$ cat src/hw/rtl/pn_pkg.sv
// ---------------------------------------------------------------------------
// pn_pkg
// Shared widths, codes, types and the sigmoid table of the perceptron neuron.
// ---------------------------------------------------------------------------
package pn_pkg;

	localparam int W_IDX        = 4;
	localparam int W_VAL        = 16;
	localparam int W_PROD       = 2 * W_VAL;
	localparam int W_ACC        = 40;
	localparam int W_MODE       = 2;
	localparam int FRAC_BITS    = 8;
	localparam int MAX_TAPS_DEF = 16;
	localparam int OFIFO_DEPTH  = 8;

	// Opcodes of an input beat.
	localparam logic OP_WRITE  = 1'b0;
	localparam logic OP_SAMPLE = 1'b1;

	// Activation modes; the unused code behaves as the raw sum.
	localparam logic [W_MODE-1:0] MODE_RAW     = 2'd0;
	localparam logic [W_MODE-1:0] MODE_STEP    = 2'd1;
	localparam logic [W_MODE-1:0] MODE_SIGMOID = 2'd2;

	// Control travelling with a sample down the pipeline.
	typedef struct packed {
		logic vld;   // stage holds a sample
		logic en;    // sample lies within the weight range
		logic last;  // final sample of the vector
	} smp_ctl_t;

	// One result beat.
	typedef struct packed {
		logic signed [W_VAL-1:0] act;
		logic                    sat;
	} res_t;

	// Upper half of the logistic curve in Q8.8, for Q4.4 arguments 0 to 128.
	localparam logic [8:0] SIG_HALF [0:128] = '{
		9'd128, 9'd132, 9'd136, 9'd140, 9'd144, 9'd148, 9'd152, 9'd156,
		9'd159, 9'd163, 9'd167, 9'd170, 9'd174, 9'd177, 9'd181, 9'd184,
		9'd187, 9'd190, 9'd193, 9'd196, 9'd199, 9'd202, 9'd204, 9'd207,
		9'd209, 9'd212, 9'd214, 9'd216, 9'd218, 9'd220, 9'd222, 9'd224,
		9'd225, 9'd227, 9'd229, 9'd230, 9'd232, 9'd233, 9'd234, 9'd235,
		9'd237, 9'd238, 9'd239, 9'd240, 9'd241, 9'd241, 9'd242, 9'd243,
		9'd244, 9'd245, 9'd245, 9'd246, 9'd246, 9'd247, 9'd248, 9'd248,
		9'd248, 9'd249, 9'd249, 9'd250, 9'd250, 9'd250, 9'd251, 9'd251,
		9'd251, 9'd252, 9'd252, 9'd252, 9'd252, 9'd253, 9'd253, 9'd253,
		9'd253, 9'd253, 9'd254, 9'd254, 9'd254, 9'd254, 9'd254, 9'd254,
		9'd254, 9'd254, 9'd254, 9'd255, 9'd255, 9'd255, 9'd255, 9'd255,
		9'd255, 9'd255, 9'd255, 9'd255, 9'd255, 9'd255, 9'd255, 9'd255,
		9'd255, 9'd255, 9'd255, 9'd255, 9'd256, 9'd256, 9'd256, 9'd256,
		9'd256, 9'd256, 9'd256, 9'd256, 9'd256, 9'd256, 9'd256, 9'd256,
		9'd256, 9'd256, 9'd256, 9'd256, 9'd256, 9'd256, 9'd256, 9'd256,
		9'd256, 9'd256, 9'd256, 9'd256, 9'd256, 9'd256, 9'd256, 9'd256,
		9'd256
	};

endpackage

$ cat src/hw/rtl/pn_wstore.sv
// ---------------------------------------------------------------------------
// pn_wstore
// Weight memory with one write and one registered read port, plus bias copy.
// ---------------------------------------------------------------------------
module pn_wstore #(
	parameter int MAX_TAPS = pn_pkg::MAX_TAPS_DEF,
	parameter int AW       = $clog2(MAX_TAPS)
) (
	input  logic                           clk,
	input  logic                           arst_n,
	input  logic                           wr_en,
	input  logic [pn_pkg::W_IDX-1:0]       wr_idx,
	input  logic signed [pn_pkg::W_VAL-1:0] wr_data,
	input  logic                           rd_en,
	input  logic [AW-1:0]                  rd_addr,
	output logic signed [pn_pkg::W_VAL-1:0] rd_data,
	output logic signed [pn_pkg::W_VAL-1:0] bias
);
	import pn_pkg::*;

	logic signed [W_VAL-1:0] mem_q [MAX_TAPS];
	logic [MAX_TAPS-1:0]     vld_q;
	logic signed [W_VAL-1:0] rd_data_q;
	logic                    rd_vld_q;
	logic signed [W_VAL-1:0] bias_q;
	logic [W_IDX+AW-1:0]     idx_ext;
	logic [AW-1:0]           wr_addr;
	logic                    wr_ok;

	// Indices beyond the store are dropped.
	assign idx_ext = {{AW{1'b0}}, wr_idx};
	assign wr_addr = idx_ext[AW-1:0];
	assign wr_ok   = wr_en && (idx_ext < (W_IDX+AW)'(MAX_TAPS));

	always_ff @(posedge clk) begin
		if (wr_ok) begin
			mem_q[wr_addr] <= wr_data;
		end
		if (rd_en) begin
			rd_data_q <= mem_q[rd_addr];
		end
	end

	// Entries never written read as zero.
	always_ff @(posedge clk or negedge arst_n) begin
		if (!arst_n) begin
			vld_q    <= '0;
			rd_vld_q <= 1'b0;
			bias_q   <= '0;
		end else begin
			if (wr_ok) begin
				vld_q[wr_addr] <= 1'b1;
			end
			if (rd_en) begin
				rd_vld_q <= vld_q[rd_addr];
			end
			if (wr_ok && (wr_idx == '0)) begin
				bias_q <= wr_data;
			end
		end
	end

	assign rd_data = rd_vld_q ? rd_data_q : '0;
	assign bias    = bias_q;

endmodule

$ cat src/hw/rtl/pn_mac.sv
// ---------------------------------------------------------------------------
// pn_mac
// Multiplier stage and accumulator; hands the vector sum on at the last sample.
// ---------------------------------------------------------------------------
module pn_mac (
	input  logic                            clk,
	input  logic                            arst_n,
	input  pn_pkg::smp_ctl_t                ctl_s1,
	input  logic signed [pn_pkg::W_VAL-1:0] weight_s1,
	input  logic signed [pn_pkg::W_VAL-1:0] sample_s1,
	input  logic signed [pn_pkg::W_VAL-1:0] bias_s1,
	output logic                            vld_s3,
	output logic signed [pn_pkg::W_ACC-1:0] sum_s3,
	output logic signed [pn_pkg::W_VAL-1:0] bias_s3
);
	import pn_pkg::*;

	smp_ctl_t                 ctl_s2;
	logic signed [W_PROD-1:0] prod_s2;
	logic signed [W_VAL-1:0]  bias_s2;
	logic signed [W_ACC-1:0]  acc_q;
	logic signed [W_ACC-1:0]  addend;
	logic signed [W_ACC-1:0]  acc_next;

	always_ff @(posedge clk) begin
		prod_s2 <= weight_s1 * sample_s1;
		bias_s2 <= bias_s1;
		if (ctl_s2.vld && ctl_s2.last) begin
			sum_s3  <= acc_next;
			bias_s3 <= bias_s2;
		end
	end

	// Samples past the last weight contribute nothing.
	assign addend   = ctl_s2.en ? W_ACC'(prod_s2) : '0;
	assign acc_next = acc_q + addend;

	always_ff @(posedge clk or negedge arst_n) begin
		if (!arst_n) begin
			ctl_s2 <= '0;
			acc_q  <= '0;
			vld_s3 <= 1'b0;
		end else begin
			ctl_s2 <= ctl_s1;
			vld_s3 <= ctl_s2.vld && ctl_s2.last;
			if (ctl_s2.vld) begin
				acc_q <= ctl_s2.last ? '0 : acc_next;
			end
		end
	end

endmodule

$ cat src/hw/rtl/pn_act.sv
// ---------------------------------------------------------------------------
// pn_act
// Bias add, Q8.8 truncation with saturation, then the chosen activation.
// ---------------------------------------------------------------------------
module pn_act (
	input  logic                            clk,
	input  logic                            arst_n,
	input  logic [pn_pkg::W_MODE-1:0]       mode,
	input  logic                            vld_s3,
	input  logic signed [pn_pkg::W_ACC-1:0] sum_s3,
	input  logic signed [pn_pkg::W_VAL-1:0] bias_s3,
	output logic                            res_vld,
	output pn_pkg::res_t                    res
);
	import pn_pkg::*;

	localparam logic signed [W_ACC-1:0] SUM_MAX = W_ACC'(2**(W_VAL-1) - 1);
	localparam logic signed [W_ACC-1:0] SUM_MIN = -W_ACC'(2**(W_VAL-1));
	localparam logic signed [W_VAL-1:0] ONE_Q88 = W_VAL'(2**FRAC_BITS);

	logic signed [W_ACC-1:0] total;
	logic signed [W_ACC-1:0] floored;
	logic                    vld_s4;
	logic signed [W_VAL-1:0] sum_s4;
	logic                    sat_s4;
	logic signed [W_VAL-5:0] q44;
	logic [7:0]              tab_idx;
	logic                    neg;
	logic [8:0]              sig;

	// Bias is Q8.8, the sum Q24.16; the arithmetic shift floors.
	assign total   = sum_s3 + (W_ACC'(bias_s3) <<< FRAC_BITS);
	assign floored = total >>> FRAC_BITS;

	always_ff @(posedge clk) begin
		if (vld_s3) begin
			if (floored > SUM_MAX) begin
				sum_s4 <= SUM_MAX[W_VAL-1:0];
				sat_s4 <= 1'b1;
			end else if (floored < SUM_MIN) begin
				sum_s4 <= SUM_MIN[W_VAL-1:0];
				sat_s4 <= 1'b1;
			end else begin
				sum_s4 <= floored[W_VAL-1:0];
				sat_s4 <= 1'b0;
			end
		end
	end

	always_ff @(posedge clk or negedge arst_n) begin
		if (!arst_n) begin
			vld_s4 <= 1'b0;
		end else begin
			vld_s4 <= vld_s3;
		end
	end

	// Sigmoid: Q4.4 argument clipped to one byte, the lower half mirrored.
	assign q44 = sum_s4[W_VAL-1:4];
	always_comb begin
		neg = q44[W_VAL-5];
		if (!neg && (q44 > 12'sd127)) begin
			tab_idx = 8'd127;
		end else if (neg && (q44 < -12'sd128)) begin
			tab_idx = 8'd128;
		end else if (neg) begin
			tab_idx = 8'(-q44);
		end else begin
			tab_idx = q44[7:0];
		end
		sig = neg ? (9'd256 - SIG_HALF[tab_idx]) : SIG_HALF[tab_idx];
	end

	always_comb begin
		res.sat = sat_s4;
		case (mode)
			MODE_STEP: begin
				res.act = sum_s4[W_VAL-1] ? '0 : ONE_Q88;
			end
			MODE_SIGMOID: begin
				res.act = W_VAL'(sig);
			end
			default: begin
				res.act = sum_s4;
			end
		endcase
	end

	assign res_vld = vld_s4;

endmodule

$ cat src/hw/rtl/pn_ofifo.sv
// ---------------------------------------------------------------------------
// pn_ofifo
// Small result queue that decouples the pipeline from the output channel.
// ---------------------------------------------------------------------------
module pn_ofifo (
	input  logic         clk,
	input  logic         arst_n,
	input  logic         wr_en,
	input  pn_pkg::res_t wr_data,
	input  logic         rd_en,
	output logic         not_empty,
	output pn_pkg::res_t rd_data
);
	import pn_pkg::*;

	localparam int PW = $clog2(OFIFO_DEPTH);
	localparam int CW = $clog2(OFIFO_DEPTH + 1);

	res_t          buf_q [OFIFO_DEPTH];
	logic [PW-1:0] wr_ptr_q;
	logic [PW-1:0] rd_ptr_q;
	logic [CW-1:0] cnt_q;

	always_ff @(posedge clk) begin
		if (wr_en) begin
			buf_q[wr_ptr_q] <= wr_data;
		end
	end

	// Space is guaranteed by the credit count upstream.
	always_ff @(posedge clk or negedge arst_n) begin
		if (!arst_n) begin
			wr_ptr_q <= '0;
			rd_ptr_q <= '0;
			cnt_q    <= '0;
		end else begin
			if (wr_en) begin
				wr_ptr_q <= wr_ptr_q + 1'b1;
			end
			if (rd_en) begin
				rd_ptr_q <= rd_ptr_q + 1'b1;
			end
			cnt_q <= cnt_q + CW'(wr_en) - CW'(rd_en);
		end
	end

	assign not_empty = (cnt_q != '0);
	assign rd_data   = buf_q[rd_ptr_q];

endmodule

$ cat src/hw/rtl/perceptron_neuron.sv
// ---------------------------------------------------------------------------
// perceptron_neuron
// Single fixed-point neuron: weight store, multiply-accumulate, activation.
// ---------------------------------------------------------------------------
// Usage. Input beats on in_valid/in_ready either write a Q8.8 weight
// (opcode write, weight_index, value; entry 0 is the bias) or carry one Q8.8
// sample. Samples pair in order with weights 1, 2, 3 and so on; those beyond
// the last weight add nothing. A sample beat with last set closes the vector
// and yields one result beat on out_valid/out_ready: activation and the
// saturated flag. The cfg channel sets the activation mode and should only be
// written while no vector is in flight; cfg_ready is always high.
// Throughput is one input beat per cycle while in_ready is high. The result
// passes the memory read at the edge that accepts the last sample, then the
// multiplier, accumulator, bias and saturation, and activation into the
// result queue, which raises out_valid.
// The result queue holds eight beats and a credit counter reserves a slot for
// each accepted last sample, so a stalled receiver is absorbed there and
// in_ready only falls once eight results are pending.
// Reset clears the weights (held as valid bits, so no sweep is needed), the
// accumulator, the sample position, the queue and the mode.
// ---------------------------------------------------------------------------
module perceptron_neuron #(
	parameter int MAX_TAPS = pn_pkg::MAX_TAPS_DEF
) (
	input  logic                            clk,
	input  logic                            arst_n,
	input  logic                            cfg_valid,
	output logic                            cfg_ready,
	input  logic [pn_pkg::W_MODE-1:0]       cfg_data,
	input  logic                            in_valid,
	output logic                            in_ready,
	input  logic                            opcode,
	input  logic [pn_pkg::W_IDX-1:0]        weight_index,
	input  logic signed [pn_pkg::W_VAL-1:0] value,
	input  logic                            last,
	output logic                            out_valid,
	input  logic                            out_ready,
	output logic signed [pn_pkg::W_VAL-1:0] activation,
	output logic                            saturated
);
	import pn_pkg::*;

	localparam int AW = $clog2(MAX_TAPS);
	localparam int PW = $clog2(MAX_TAPS + 1);
	localparam int CW = $clog2(OFIFO_DEPTH + 1);

	logic [W_MODE-1:0]       mode_q;
	logic [PW-1:0]           pos_q;
	logic [CW-1:0]           credit_q;
	logic                    accept;
	logic                    smp;
	logic                    in_range;
	logic                    pop;
	smp_ctl_t                ctl_s1;
	logic signed [W_VAL-1:0] sample_s1;
	logic signed [W_VAL-1:0] bias_s1;
	logic signed [W_VAL-1:0] weight_s1;
	logic signed [W_VAL-1:0] bias_cur;
	logic                    vld_s3;
	logic signed [W_ACC-1:0] sum_s3;
	logic signed [W_VAL-1:0] bias_s3;
	logic                    res_vld;
	res_t                    res;
	res_t                    head;

	// Mode register; writes are only expected while the block is idle.
	assign cfg_ready = 1'b1;
	always_ff @(posedge clk or negedge arst_n) begin
		if (!arst_n) begin
			mode_q <= MODE_RAW;
		end else if (cfg_valid) begin
			mode_q <= cfg_data;
		end
	end

	// A beat is taken while a queue slot can still be promised to it.
	assign in_ready = (credit_q < CW'(OFIFO_DEPTH));
	assign accept   = in_valid && in_ready;
	assign smp      = accept && (opcode == OP_SAMPLE);
	assign in_range = (pos_q < PW'(MAX_TAPS));
	assign pop      = out_valid && out_ready;

	// The credit counter tracks vectors closed but not yet delivered.
	always_ff @(posedge clk or negedge arst_n) begin
		if (!arst_n) begin
			credit_q <= '0;
		end else begin
			credit_q <= credit_q + CW'(smp && last) - CW'(pop);
		end
	end

	// Sample position starts at one, skipping the bias, and stops at the end.
	always_ff @(posedge clk or negedge arst_n) begin
		if (!arst_n) begin
			pos_q  <= PW'(1);
			ctl_s1 <= '0;
		end else begin
			ctl_s1.vld  <= smp;
			ctl_s1.en   <= in_range;
			ctl_s1.last <= last;
			if (smp) begin
				if (last) begin
					pos_q <= PW'(1);
				end else if (in_range) begin
					pos_q <= pos_q + 1'b1;
				end
			end
		end
	end

	// Sample and bias are captured alongside the weight read.
	always_ff @(posedge clk) begin
		if (smp) begin
			sample_s1 <= value;
			bias_s1   <= bias_cur;
		end
	end

	pn_wstore #(
		.MAX_TAPS(MAX_TAPS),
		.AW      (AW)
	) u_wstore (
		.clk    (clk),
		.arst_n (arst_n),
		.wr_en  (accept && (opcode == OP_WRITE)),
		.wr_idx (weight_index),
		.wr_data(value),
		.rd_en  (smp && in_range),
		.rd_addr(pos_q[AW-1:0]),
		.rd_data(weight_s1),
		.bias   (bias_cur)
	);

	pn_mac u_mac (
		.clk      (clk),
		.arst_n   (arst_n),
		.ctl_s1   (ctl_s1),
		.weight_s1(weight_s1),
		.sample_s1(sample_s1),
		.bias_s1  (bias_s1),
		.vld_s3   (vld_s3),
		.sum_s3   (sum_s3),
		.bias_s3  (bias_s3)
	);

	pn_act u_act (
		.clk    (clk),
		.arst_n (arst_n),
		.mode   (mode_q),
		.vld_s3 (vld_s3),
		.sum_s3 (sum_s3),
		.bias_s3(bias_s3),
		.res_vld(res_vld),
		.res    (res)
	);

	pn_ofifo u_ofifo (
		.clk      (clk),
		.arst_n   (arst_n),
		.wr_en    (res_vld),
		.wr_data  (res),
		.rd_en    (pop),
		.not_empty(out_valid),
		.rd_data  (head)
	);

	assign activation = head.act;
	assign saturated  = head.sat;

endmodule
$ cat config.mk
export PLATFORM = sky130hd
export DESIGN_NAME = perceptron_neuron
export DESIGN_NICKNAME = d
export VERILOG_FILES = /design/src/hw/rtl/pn_pkg.sv /design/src/hw/rtl/pn_wstore.sv /design/src/hw/rtl/pn_mac.sv /design/src/hw/rtl/pn_act.sv /design/src/hw/rtl/pn_ofifo.sv /design/src/hw/rtl/perceptron_neuron.sv
export SDC_FILE = /design/constraint.sdc
export NUM_CORES = 2
export LEC_CHECK = 0
export ABC_AREA = 1
export BUFFER_PORTS_ARGS = -buffer_cell sky130_fd_sc_hd__buf_2
export CAP_MARGIN = 5
export CELL_PAD_IN_SITES_DETAIL_PLACEMENT = 0
export CELL_PAD_IN_SITES_GLOBAL_PLACEMENT = 1
export CORE_ASPECT_RATIO = 0.8
export CORE_UTILIZATION = 40
export CTS_CLUSTER_SIZE = 8
export DETAILED_ROUTE_END_ITERATION = 8
export GPL_ROUTABILITY_DRIVEN = 0
export PLACE_DENSITY_LB_ADDON = 0.1
export SLEW_MARGIN = 0
export SYNTH_ARGS = -nofsm -noshare
export SYNTH_HDL_FRONTEND = slang
export SYNTH_SLANG_ARGS = --single-unit
$ cat constraint.sdc
create_clock -name clk -period 9.3 [get_ports clk]
set_input_delay 0.465 -clock clk [delete_from_list [all_inputs] [get_ports clk]]
set_output_delay 0.465 -clock clk [all_outputs]
set_load 0.03 [all_outputs]
**Yosys cells after proc, flatten, opt, wreduce, memory -nomap -nowiden**

Memories as Yosys holds them, arrays and structs flattened. A register that Yosys moved wholly into a read port is not among the register bits.
Index checks and enable logic that the tools add are counted.
W data, S select, Z words.

- Memories: 3
- Memory bits (read-only): 2304
- Word-level logic and storage cells: 97
- Register bits: 255
- Bits of input ports: 29
- Bits in writable memories: 392
- Output and inout bits: 20

Memory list:

| memory | words | width | rd ports | clocked after Yosys merged registers in | wr ports | line | text |
|---|---|---|---|---|---|---|---|
| (name not given) | 256 | 9 | 1 | 0 | 0 | pn_act.sv:71 | `sig = neg ? (9'd256 - SIG_HALF[tab_idx]) : SIG_HALF[tab_idx];` |
| u_wstore.mem_q | 16 | 16 | 1 | 1 | 1 | pn_wstore.sv:21 | `logic signed [W_VAL-1:0] mem_q [MAX_TAPS];` |
| u_ofifo.buf_q | 8 | 17 | 1 | 0 | 1 | pn_ofifo.sv:19 | `res_t buf_q [OFIFO_DEPTH];` |

- $mul: 1
- Mux-type cells: 23
- Reductions and logical operators: 17
- Equal/unequal tests: 2
- $add $sub $neg: 11
- Bitwise logic cells: 3
- Order comparisons: 11

Operators by type and width:

| operator | number |
|---|---|
| $mux W40 | 2 |
| $add A40 B24 Y40 | 1 |
| $add A40 B40 Y40 | 1 |
| $mux W9 | 4 |
| $gt A32 B16 Y1 const B | 1 |
| $lt A32 B16 Y1 const B | 1 |
| $mul A16 B16 Y32 | 1 |
| $mux W16 | 2 |
| $pmux W16 S2 | 1 |
| $mux W8 | 3 |
| $or A16 B16 Y16 | 1 |
| $lt A4 B5 Y1 const B | 3 |
| $gt A12 B8 Y1 const B | 1 |
| $logic_and A1 B1 Y1 | 12 |
| $lt A12 B8 Y1 const B | 1 |
| $mux W5 | 2 |
| $ge A9 B9 Y1 const B | 1 |
| $not A8 Y9 | 1 |
| $sub A9 B9 Y9 const A | 1 |
| $add A4 B1 Y4 | 2 |
| $neg A8 Y8 | 1 |
| $sub A4 B1 Y4 | 2 |
| $mux W1 | 7 |
| $add A3 B1 Y3 const B | 2 |
| other kinds (14) | 14 |

**Longest topological paths before layout**

- Depth in word-level cells: 11
- Mapped depth: 29
- Depth with buffers taken out: 26

**Cells and area by module**

A second synthesis with hierarchy kept.

- Cell total of the unflattened synthesis: 4918
- Area, all modules: 43142.6 sq um

Modules (own cells, without submodules):

| module | cells an instance | times used | sequential area each (sq um) | area an instance (sq um) |
|---|---|---|---|---|
| pn_mac | 2439 | 1 | 3743.6 | 18497.7 |
| pn_wstore | 960 | 1 | 8993.6 | 12124.1 |
| pn_ofifo | 652 | 1 | 4334.2 | 6488.7 |
| pn_act | 758 | 1 | 535.5 | 4359.2 |
| perceptron_neuron | 109 | 1 | 1312.5 | 1672.9 |

**Least setup slack after synthesis**

Ideal clock, no wire load.

- Path kind: register to register
- Start point: register u_wstore.rd_vld_q
- End point: register u_mac.prod_s2[29]
- Library setup time: 0.125 ns
- Arrival time: 6.083 ns
- Data required time: 9.175 ns
- Cell stages (with the launch flop): 26
- Slack: 3.093 ns
- Clock period less this slack: 6.207 ns
- Path buffers: 2
- Path through: dfrtp_1 clkbuf_1 clkbuf_1 nand2_1 inv_1 nand2_1 fa_1 fa_1 fa_1 inv_1 fa_1 fa_1 inv_1 fa_1 inv_1 ha_1 nand2_1 inv_1 nand3_1 nor4_1 nor2_1 o21ai_0 nand3_1 nand2_1 a31oi_1 xor2_1

- Word-level cells in the longest chain between the ends: 2

Ends and longest elaborated chain:

| item | line | text |
|---|---|---|
| start: declaration | pn_wstore.sv:24 | `logic rd_vld_q;` |
| start signal: assignment | pn_wstore.sv:55 | `rd_vld_q <= vld_q[rd_addr];` |
| $mux W16 | pn_wstore.sv:63 | `assign rd_data = rd_vld_q ? rd_data_q : '0;` |
| $mul A16 B16 Y32 | pn_mac.sv:26 | `prod_s2 <= weight_s1 * sample_s1;` |
| end signal: assignment | pn_mac.sv:26 |  |
| end: declaration | pn_mac.sv:19 | `logic signed [W_PROD-1:0] prod_s2;` |

Every way passes these cells.
A chain may end at the register's enable or synchronous reset.

**Final worst setup path**

Same ends and word-level chain as after synthesis.

==> out/metrics.csv <==
stage,metric,value,unit
synth,mux cell area share after synthesis,0,%
grt,GRT overflow,0,
clocking,Root Buffer Master,clkbuf_16,
timing,hold slack,0.04677,ns
clocking,CTS resizes,0,
synth,post-synthesis simple-gate area fraction,14.99,%
synth,"EDFF count, synth",505,
synth,Post-synth ARST share,15.57,%
timing,post-layout minimum cycle time,7.401,ns
synth,Synthesized Nets,4496,
setup_path,R2R depth,23,
routing,detailed router's first-iteration violation count,2304,
routing,routed wire length,115300,um
synth,"Distinct cells, synth",58,
synth,Area contributors post-synth,"edfxtp_1 (38%), fa_1 (13%), dfrtp_1 (6.4%), nand2_1 (6.3%), inv_1 (5.6%)",
floorplanning,Core Area,97250,um2
synth,adder-cell share of the synthesized area,19.02,%
timing,Final setup viols,0,
place,Place WS,2.114,ns
clocking,Max clock buf depth,3,
setup_path,WS Path Type,reg2reg,
clocking,Worst-Skew Late Latency,0.68,ns
floorplanning,Die Footprint,100000,um2
timing,RSZ-0062 raised after global routing,no,
synth,largest family of logic cells by synthesized area,adder cells,
synth,post-synthesis compound-gate area fraction,9.363,%
cells_and_area,ratio of cells with drive above 1 in the final layout,6.449,%
clocking,clk sink count,655,
worst_hold_path,Hold WC Path Type,in2reg,
synth,sequential fraction of the synthesis area,47.29,%
flow_run,maxcap violations,0,
routing,Vias,28250,
setup_path,CP endpoint kind,register,
cells_and_area,area of the multi-input gates,18070,um2
floorplanning,IO Pins,49,
synth,most common flop cell mapped by yosys,edfxtp_1,
timing,Slew @ Worst Pin,0.9509,ns
grt,largest net degree at the start of global routing,80,
run_status,status,completed,
routing,drt via density,5.176,
clocking,# hold bufs at CTS,2,
routing,"antenna viol nets, final",0,
setup_path,CP max FO,17,
grt,antenna violations before repair,1,
floorplanning,Die W,353.3,um
timing,Peak Freq,135.1,MHz
grt,first-pass GRT wire length,177600,um
floorplanning,row count,102,
synth,Synth Register Bits,655,
synth,XOR/XNOR Fraction of Synth Area,2.217,%
routing,drt drc,0,
place,IO Port Bufs,47,
synth,YS warnings,0,
setup_path,"Data arrival, critical path",7.90,ns
grt,number of global-route vias before repair,27900,
cells_and_area,final net count,4560,
synth,Synth Instances,4026,
timing,final hold violations,0,
cells_and_area,Finished Layout Cells,5457,
timing,Final WS setup,1.899,ns
clocking,# Post-CTS Setup Buffers,0,
floorplanning,Die H,283.1,um
timing,Setup TNS Final,0,ns
cells_and_area,filler cell count in the final layout,9455,
timing,Final Cycle Share,79.58,%
timing,Max transition margin,36.61,%
cells_and_area,area grow syn2layout,11.31,%
grt,Global Route Usage Sum,23.46,%
clocking,"Reg clk slew, reported paths",0.05,ns
routing,Detailed Routing Iterations Pass 1,5,
synth,Yosys top cell area share,38.39,%
cells_and_area,FF/Latch Area,18690,um2
place,dpl cells,5293,
clocking,H-tree Lvls,3,
timing,fin. max-slew vios,0,
setup_path,Critical Path Start Type,register,
synth,syn avg cell area,9.811,um2
worst_hold_path,hold path cells,3,
setup_path,critical path required time,9.80,ns
synth,Post-Syn Area,39500,um2
timing,clk_skew,0.07243,ns
synth,post-synth top area cell,edfxtp_1,
clocking,CTS buffer count,93,
floorplanning,initial core utilization,40.62,%
place,DP HPWL,82840,um
routing,WL per Instance,21.12,um
clocking,CTS tree,done,
worst max-delay path: stages (launching register included):
cell and delay (ns):
dfrtp_1 0.81, nand2_1 0.46, inv_1 0.37, nand2_1 0.13, fa_1 0.54, fa_1 0.51
fa_1 0.52, inv_1 0.05, fa_1 0.48, fa_1 0.54, inv_1 0.05, fa_1 0.53
inv_1 0.04, ha_1 0.34, nand2_1 0.14, inv_1 0.10, nand3_1 0.10, nor4_1 0.30
nor2_1 0.12, o21ai_0 0.53, nand3_1 0.16, nand2_1 0.15, a31oi_1 0.10, xor2_1 0.15
area by class of cell:
cell class | instances | share of cell area [%]
Multi-Input combinational cell | 2643 | 41.10
Tap cell | 1300 | 3.699
Clock inverter | 9 | 0.3899
Antenna cell | 1 | 0.005691
Sequential cell | 655 | 42.50
Inverter | 603 | 5.154
Clock buffer | 152 | 5.797
Timing Repair Buffer | 94 | 1.355
final timing paths:
check                                         startpoint                             end  slack, ns
max                        u_wstore.rd_vld_q$_DFFE_PN0P_       u_mac.prod_s2[29]$_DFF_P_       1.90
min                                          cfg_data[1]           mode_q[1]$_DFFE_PN0P_       0.05
max reg2reg                u_wstore.rd_vld_q$_DFFE_PN0P_       u_mac.prod_s2[29]$_DFF_P_       1.90
min reg2reg                         bias_s1[2]$_DFFE_PP_        u_mac.bias_s2[2]$_DFF_P_       0.28
max in group asynchronous                         arst_n     u_mac.acc_q[26]$_DFFE_PN0P_       7.43
min in group asynchronous                         arst_n  u_wstore.vld_q[15]$_DFFE_PN0P_       0.22
per-stage QoR:
stage               instance area, um2  util [%]
finish                           43970     45.21
global route                     43970     45.21
CTS                              43970     45.21
detailed placement               41230     42.39
global placement                 41230     42.39
floorplan                        39500         -
cell usage after synthesis, types with 3 or more instances:
library cell and count:
nand2_1 665, inv_1 592, nor2_1 570, edfxtp_1 505
o21ai_0 289, fa_1 266, ha_1 175, nand3_1 141
a21oi_1 139, clkbuf_1 108, dfrtp_1 101, xor2_1 66
o22ai_1 58, dfxtp_1 48, xnor2_1 34, a31oi_1 30
a22o_1 29, o221ai_1 25, nand4_1 18, nand2_2 17
o211ai_1 14, a21o_1 13, or2_2 12, clkinv_1 9
nor3_1 9, o21bai_1 8, o21ai_1 7, buf_1 6
buf_6 6, nand3b_1 6, and2_1 5, o21a_1 5
nand3_2 4, o21ai_2 4, o31ai_1 4, a21boi_0 3
a32o_1 3, buf_4 3, nor2_2 3, nor4_1 3
sequential cells by signal, summed over array words and instances, names as in the netlist, 32 cells and up:
signal	count
u_mac.prod_s2	32
u_ofifo.buf_q	136
u_mac.sum_s3	32
u_mac.acc_q	40
u_wstore.mem_q	256
cells by family after synthesis:
kind of cell	count (synthesis)
simple gates	1461
other cells	1
compound gates	640
xor+xnor	100
flops	655
buf+inv	728
fa+ha+maj	441
per-layer routing:
layer	part of all wire, %	global-route usage [%]
met1	51	37.93
met2	39	31.31
met3	7.3	4.863
met4	2.2	5.714
met5	0	0
layout by cell type, fill, tap and decap left out, types with 9 or more instances in the layout:
cell / count
a21o_1: 13
a21oi_1: 139
a22o_1: 29
a31oi_1: 30
buf_2: 46
buf_4: 46
clkbuf_1: 59
clkbuf_16: 93
clkinv_1: 10
dfrtp_1: 99
dfxtp_1: 48
edfxtp_1: 505
fa_1: 266
ha_1: 175
inv_1: 588
nand2_1: 665
nand2_2: 17
nand3_1: 141
nand4_1: 18
nor2_1: 553
nor2_2: 17
nor3_1: 9
o211ai_1: 14
o21ai_0: 289
o221ai_1: 25
o22ai_1: 58
or2_2: 12
xnor2_1: 34
xor2_1: 66
Power is left out: the tool's default activity adds up to more than one toggle a clock period on the data nets, which glitch-free logic cannot reach.
